--- src/rtl/unified_camera_remap_address_assert.svh ---
// Assertion macros for the remap address generator.
// Each macro expects clk and rst to be visible where it is used.
`ifndef UNIFIED_CAMERA_REMAP_ADDRESS_ASSERT_SVH
`define UNIFIED_CAMERA_REMAP_ADDRESS_ASSERT_SVH
`ifndef SYNTHESIS
// Condition holds in the same cycle as the trigger.
`define UCRA_ASSERT_NOW(lbl, trig, cond) \
  lbl: assert property (@(posedge clk) disable iff (rst) (trig) |-> (cond)) \
    else $error("ucra: same-cycle check failed");
// Condition holds in the cycle after the trigger.
`define UCRA_ASSERT_NEXT(lbl, trig, cond) \
  lbl: assert property (@(posedge clk) disable iff (rst) (trig) |=> (cond)) \
    else $error("ucra: next-cycle check failed");
`else
`define UCRA_ASSERT_NOW(lbl, trig, cond)
`define UCRA_ASSERT_NEXT(lbl, trig, cond)
`endif
`endif

--- src/rtl/ucra_pkg.sv ---
`default_nettype none
package ucra_pkg;

  // Field and datapath widths.
  localparam int CRD_W   = 12;   // pixel index
  localparam int PIX_W   = 16;   // Q12.4 coordinate
  localparam int PRD_W   = 48;   // coordinate times inverse focal length
  localparam int NORM_W  = 31;   // Q3.28 magnitude
  localparam int SQ_W    = 62;
  localparam int R2_W    = 35;
  localparam int XI_W    = 17;
  localparam int XSQ_W   = 34;
  localparam int T_W     = 38;
  localparam int ARGK_W  = 36;   // root argument bits kept in the 64-bit radicand
  localparam int RAD_W   = 64;
  localparam int ROOT_W  = 32;
  localparam int COEF_W  = 33;
  localparam int CNUM_W  = 61;
  localparam int CDEN_W  = 36;
  localparam int UPRD_W  = 64;
  localparam int UNP_W   = 40;
  localparam int PRJ_W   = 45;
  localparam int SIZE_W  = 24;
  localparam int COORD_BITS_DEF = 12;

  localparam logic [XSQ_W-1:0] Q32_ONE = 34'h1_0000_0000;
  localparam logic [T_W-1:0]   Q28_ONE = 38'h10000000;

  // Register map.
  typedef enum logic [2:0] {
    REG_PIN_INV_FX = 3'd0,
    REG_PIN_INV_FY = 3'd1,
    REG_PIN_CENTER = 3'd2,
    REG_SRC_FX     = 3'd3,
    REG_SRC_FY     = 3'd4,
    REG_SRC_CENTER = 3'd5,
    REG_MIRROR     = 3'd6,
    REG_SRC_SIZE   = 3'd7
  } reg_idx_t;

  typedef struct packed {
    logic [31:0]       pin_inv_fx;
    logic [31:0]       pin_inv_fy;
    logic [31:0]       pin_center;
    logic [31:0]       src_fx;
    logic [31:0]       src_fy;
    logic [31:0]       src_center;
    logic [XI_W-1:0]   mirror_offset;
    logic [SIZE_W-1:0] src_size;
  } cfg_t;

  // Values that ride alongside the root and the coefficient division.
  typedef struct packed {
    logic [NORM_W-1:0] xm;
    logic              xn;
    logic [NORM_W-1:0] ym;
    logic              yn;
    logic [R2_W-1:0]   r2;
    logic              bad;
  } side_t;

endpackage
`default_nettype wire

--- src/rtl/ucra_sqrt.sv ---
`default_nettype none
module ucra_sqrt import ucra_pkg::*; #(
  parameter int RAD_BITS = RAD_W,
  parameter int SIDE_W   = 1
) (
  input  logic                  clk,
  input  logic                  rst,
  input  logic                  en,
  input  logic                  in_vld,
  input  logic [RAD_BITS-1:0]   in_rad,
  input  logic [SIDE_W-1:0]     in_side,
  output logic                  out_vld,
  output logic [RAD_BITS/2-1:0] out_root,
  output logic [SIDE_W-1:0]     out_side
);

  localparam int RW    = RAD_BITS / 2;
  localparam int REM_W = RW + 2;

  logic              vld  [RW+1];
  logic [RW-1:0]     root [RW+1];
  logic [SIDE_W-1:0] side [RW+1];
  logic [RAD_BITS-1:0] rad [RW];
  logic [REM_W-1:0]  rem  [RW];

  // Entry stage.
  always_ff @(posedge clk) begin
    if (rst) begin
      vld[0] <= 1'b0;
    end else if (en) begin
      vld[0] <= in_vld;
    end
  end
  always_ff @(posedge clk) begin
    if (en) begin
      rad[0]  <= in_rad;
      rem[0]  <= '0;
      root[0] <= '0;
      side[0] <= in_side;
    end
  end

  // One root bit per stage: bring down two radicand bits and try the subtract.
  for (genvar k = 0; k < RW; k++) begin : g_step
    logic [REM_W-1:0] shifted;
    logic [REM_W-1:0] trial;
    logic             ge;

    assign shifted = {rem[k][RW-1:0], rad[k][RAD_BITS-1 -: 2]};
    assign trial   = {root[k], 2'b01};
    assign ge      = shifted >= trial;

    always_ff @(posedge clk) begin
      if (rst) begin
        vld[k+1] <= 1'b0;
      end else if (en) begin
        vld[k+1] <= vld[k];
      end
    end
    always_ff @(posedge clk) begin
      if (en) begin
        root[k+1] <= {root[k][RW-2:0], ge};
        side[k+1] <= side[k];
      end
    end
    if (k < RW - 1) begin : g_carry
      always_ff @(posedge clk) begin
        if (en) begin
          rad[k+1] <= rad[k] << 2;
          rem[k+1] <= ge ? shifted - trial : shifted;
        end
      end
    end
  end

  assign out_vld  = vld[RW];
  assign out_root = root[RW];
  assign out_side = side[RW];

endmodule
`default_nettype wire

--- config.mk ---
export PLATFORM = sky130hd
export DESIGN_NAME = ucra_sqrt
export DESIGN_NICKNAME = d
export VERILOG_FILES = /design/src/rtl/unified_camera_remap_address_assert.svh /design/src/rtl/ucra_pkg.sv /design/src/rtl/ucra_sqrt.sv
export SDC_FILE = /design/constraint.sdc
export NUM_CORES = 2
export LEC_CHECK = 0
export BUFFER_PORTS_ARGS = -buffer_cell sky130_fd_sc_hd__buf_2
export CAP_MARGIN = 20
export CORE_UTILIZATION = 60
export DETAILED_ROUTE_END_ITERATION = 8
export PLACE_DENSITY = 0.78
export SYNTH_ARGS = -nofsm -noshare
export SYNTH_HDL_FRONTEND = slang
export SYNTH_MEMORY_MAX_BITS = 65536
export SYNTH_SLANG_ARGS = --single-unit
export TNS_END_PERCENT = 10
--- constraint.sdc ---
create_clock -name clk -period 4.25 [get_ports clk]
set_clock_uncertainty 0.05 [all_clocks]
set_input_delay 0.85 -clock clk [delete_from_list [all_inputs] [get_ports clk]]
set_output_delay 0.85 -clock clk [all_outputs]
set_load 0.05 [all_outputs]
==> summary.md <==
| Metric | Value |
|---|---|
| Outcome | finished, final reports clean |
| GR Util All Layers | between 20% and 30% |
| Total clock sinks | ~2600 |
| Post-CTS setup repair buffer count | 0 |
| Slew HR | between 40% and 50% |
| Async set or reset register ratio after synthesis | 0% |
| CP startpoint kind | register |
| Largest net degree at the start of global routing | 166 |
| Hold slack final | around 0.064 ns |
| Tcrit/Tclk final | 96.3% |
| Clock-pin slew on the worst setup and hold paths | 0.06 ns |
| Post-layout min period | around 4.1 ns |
| Critical setup path kind | register to register |
| Number of H-tree levels | 5 |
| Power density over the cells | approximately 550 nW/um2 |
| Number of different library cells in the post-synthesis netlist | between 80 and 90 |
| Hold WC Path Type | input port to register |
| Top flip-flop cell by instance count after synthesis | sky130_fd_sc_hd__edfxtp_1 |
| Area added between synthesis and finish | 11.8% |
| Cell area after technology mapping | around 120000 um2 |
| Top-area cell type share of the netlist area | about two thirds |
| Number of clock buffers inserted by TritonCTS | between 200 and 300 |
| Final-report hold violation count | 0 |
| Non-filler cells in the finished layout | about 12000 |
| First-pass GRT wire length | about 370000 um |
| Weighted congestion reported at the end of routability-driven placement | between 0.9 and 1 |
| Post-detailed-route wirelength per cell | about 20 um |
| Filler cell count in the final layout | ~13000 |
| Number of setup violations in the final report | 0 |
| Gate Count Post-Synth | ~8800 |
| Post-Route Setup TNS | 0 ns |
| Proportion of synthesized chip area in sequential cells | 66.5% |
| Cell count after placement | between 10000 and 15000 |
| Pleak | approximately 51 nW |
| DRC violation total after the first TritonRoute iteration | between 5000 and 6000 |
| Share of final-layout standard cells stronger than drive strength 1 | under 10% |
| Remaining antenna violation count | 0 |
| Worst ir drop on vdd | 0.454 mV |
| Count of TritonRoute iterations in the first routing pass | 6 |
| Count of vias placed by the detailed router | around 69000 |
| Syn_area_per_cell | 13.3 um2 |
| Floorplan die area | approximately 200000 um2 |
| Number of I/O pins | roughly 100 |
| Leading cell type by number of instances after synthesis | sky130_fd_sc_hd__edfxtp_1 |
| Number of antenna violations at the first check in global routing | 4 |
| Top fanout value on the critical path | 4 |
| Vias in the first global route | between 60000 and 70000 |
| Total Nets Final | between 9000 and 10000 |
| Post-Synthesis Net Count | 9434 |
| Number of remaining DRC errors | 0 |
| Area leader, netlist | sky130_fd_sc_hd__edfxtp_1 |
| Std-Cell Core Area | roughly 190000 um2 |
| Total of flip-flops plus latches after synthesis | 2595 |
| Setup repair after global routing missed its margin | false |
| Warnings from Yosys | 0 |
| CTS tree | built |
| Most used standard cells in the synthesized netlist | sky130_fd_sc_hd__edfxtp_1, sky130_fd_sc_hd__inv_1, sky130_fd_sc_hd__nand2_1 |
| Pins over their slew limit | 0 |
| Total overflow reported by the global router | 0 |
| Effective utilization at floorplan | between 60% and 70% |
| Height of the chip | roughly 440 um |
| Root cell of the clock tree | sky130_fd_sc_hd__clkbuf_16 |
| Post-DP HPWL | 167000 um |
| Endpoint arrival time on the critical path | 4.79 ns |
| Element type at the critical path end | register |
| Maximum root-to-sink buffer count | 4 |
| Port-buffer cells | a little over 100 |
| Required time of the worst setup path | around 5.0 ns |
| Maximum frequency from static timing analysis | ~240 MHz |
| Largest cells by area after synthesis | sky130_fd_sc_hd__edfxtp_1, sky130_fd_sc_hd__ha_1, sky130_fd_sc_hd__xnor2_1, sky130_fd_sc_hd__xor2_1, sky130_fd_sc_hd__inv_1 |
| Total Wirelength | roughly 240000 um |
| Number of flops mapped to enable cells by yosys | roughly 2600 |
| Clock insertion delay at the later pin of the skew report | between 0.9 and 1 ns |
| Detailed-route vias per instance | 5.81 |
| # Max-Cap Violations | 0 |
| Transition time at the pin with the least slew margin | between 0.8 and 0.9 ns |
| Chip Width | ~440 um |
| Num rows | ~160 |
==> power breakdown <==
part	switching, W	total (W)	internal (W)
Combinational	0.00834	0.0144	0.00608
Sequential	0.00209	0.0344	0.0323
Clock	0.00956	0.0234	0.0139
==> state kept, by name, indices dropped and copies added (netlist names) <==
| name | cells |
|---|---|
| rad | 1056 |
| rem | 945 |
| root | 528 |
| side | 33 |
| vld | 33 |
==> per-stage QoR <==
stage	power, W	utilization (%)	setup WS [ns]	instance area (um2)
floorplan	0.0444	-	0.557	117000
global placement	0.0487	63.1	0.308	122000
detailed placement	0.0491	63.1	0.290	122000
CTS	0.0727	67.8	0.192	131000
global route	0.0756	67.8	0.0121	131000
finish	0.0723	67.8	0.157	131000
==> worst max-delay path, cell delays in order (launching register included) <==
cell and delay [ns]:
sky130_fd_sc_hd__edfxtp_1 0.50, sky130_fd_sc_hd__ha_1 0.40, sky130_fd_sc_hd__nor2b_1 0.32, sky130_fd_sc_hd__o2111ai_1 0.18, sky130_fd_sc_hd__and3_1 0.23, sky130_fd_sc_hd__o31ai_1 0.29, sky130_fd_sc_hd__buf_4 0.20, sky130_fd_sc_hd__a21o_1 0.27
sky130_fd_sc_hd__a221o_1 0.32, sky130_fd_sc_hd__a21oi_1 0.16, sky130_fd_sc_hd__or3_1 0.42, sky130_fd_sc_hd__or4_1 0.48, sky130_fd_sc_hd__nand3_1 0.09
==> worst paths after layout <==
kind         slack (ns)        from  depth (start not counted)          end
min                0.06   in_rad[6]                          1    rad[0][6]
min reg2reg        0.34  side[0][6]                          0   side[0][7]
max reg2reg        0.16  rem[29][0]                         12  rem[30][31]
max                0.16  rem[29][0]                         12  rem[30][31]
==> logic make-up (layout without fill, tap and decap cells) <==
family          Yosys count  after routing  synth area share (%)
flops                  2595           2595                  66.5
xor+xnor                768            768                  5.75
simple gates           2236           2236                  9.32
buf+inv                 864           1483                  2.78
fa+ha+maj               561            561                  5.99
other cells               1              3               0.00320
compound gates         1706           1706                  8.95
mux                      73             73                 0.693
==> layout by cell type, fill, tap and decap left out, types with 43 or more instances in the layout <==
master	instances
sky130_fd_sc_hd__clkbuf_16	289
sky130_fd_sc_hd__a21oi_1	539
sky130_fd_sc_hd__ha_1	561
sky130_fd_sc_hd__o21ai_0	449
sky130_fd_sc_hd__o31ai_1	57
sky130_fd_sc_hd__nor2_1	558
sky130_fd_sc_hd__nand3_1	142
sky130_fd_sc_hd__edfxtp_1	2595
sky130_fd_sc_hd__or3_1	91
sky130_fd_sc_hd__a21o_1	236
sky130_fd_sc_hd__nand2b_1	92
sky130_fd_sc_hd__o21bai_1	43
sky130_fd_sc_hd__clkbuf_1	48
sky130_fd_sc_hd__clkinv_1	52
sky130_fd_sc_hd__inv_1	722
sky130_fd_sc_hd__or4_1	47
sky130_fd_sc_hd__nand4_1	81
sky130_fd_sc_hd__nor2b_1	85
sky130_fd_sc_hd__and2_1	55
sky130_fd_sc_hd__xnor2_1	388
sky130_fd_sc_hd__buf_2	101
sky130_fd_sc_hd__nor3_1	219
sky130_fd_sc_hd__o21a_1	104
sky130_fd_sc_hd__a31oi_1	45
sky130_fd_sc_hd__xor2_1	379
sky130_fd_sc_hd__mux2_2	65
sky130_fd_sc_hd__nand2_1	604
sky130_fd_sc_hd__nor4_1	80
sky130_fd_sc_hd__buf_4	115
==> routing by layer <==
metal  wire length (um)  track usage (%)  up-vias
met4               9730             10.0        2
met1              96900             29.9    33600
li1                   -                -    33300
met2             119000             41.6     1983
met5                  8                0        -
met3              11800             3.85      523
==> cell type report <==
class,instances,area [um2],share of cell area [%]
Inverter,725,2720,2.08
Clock inverter,143,1370,1.05
Multi-Input combinational cell,5345,36100,27.6
Timing Repair Buffer,278,2290,1.75
Tap cell,2526,3160,2.41
Sequential cell,2595,77900,59.5
Clock buffer,337,7410,5.66
Antenna cell,2,5.00,0.00382
==> timing repair <==
action                                  4_1_cts  5_1_grt
endpoints found under the hold margin        30        0
hold buffers                                 30        0
endpoints found under the setup margin        0       21
resized for setup                             0        5
Power figures use the tool's default switching activity.
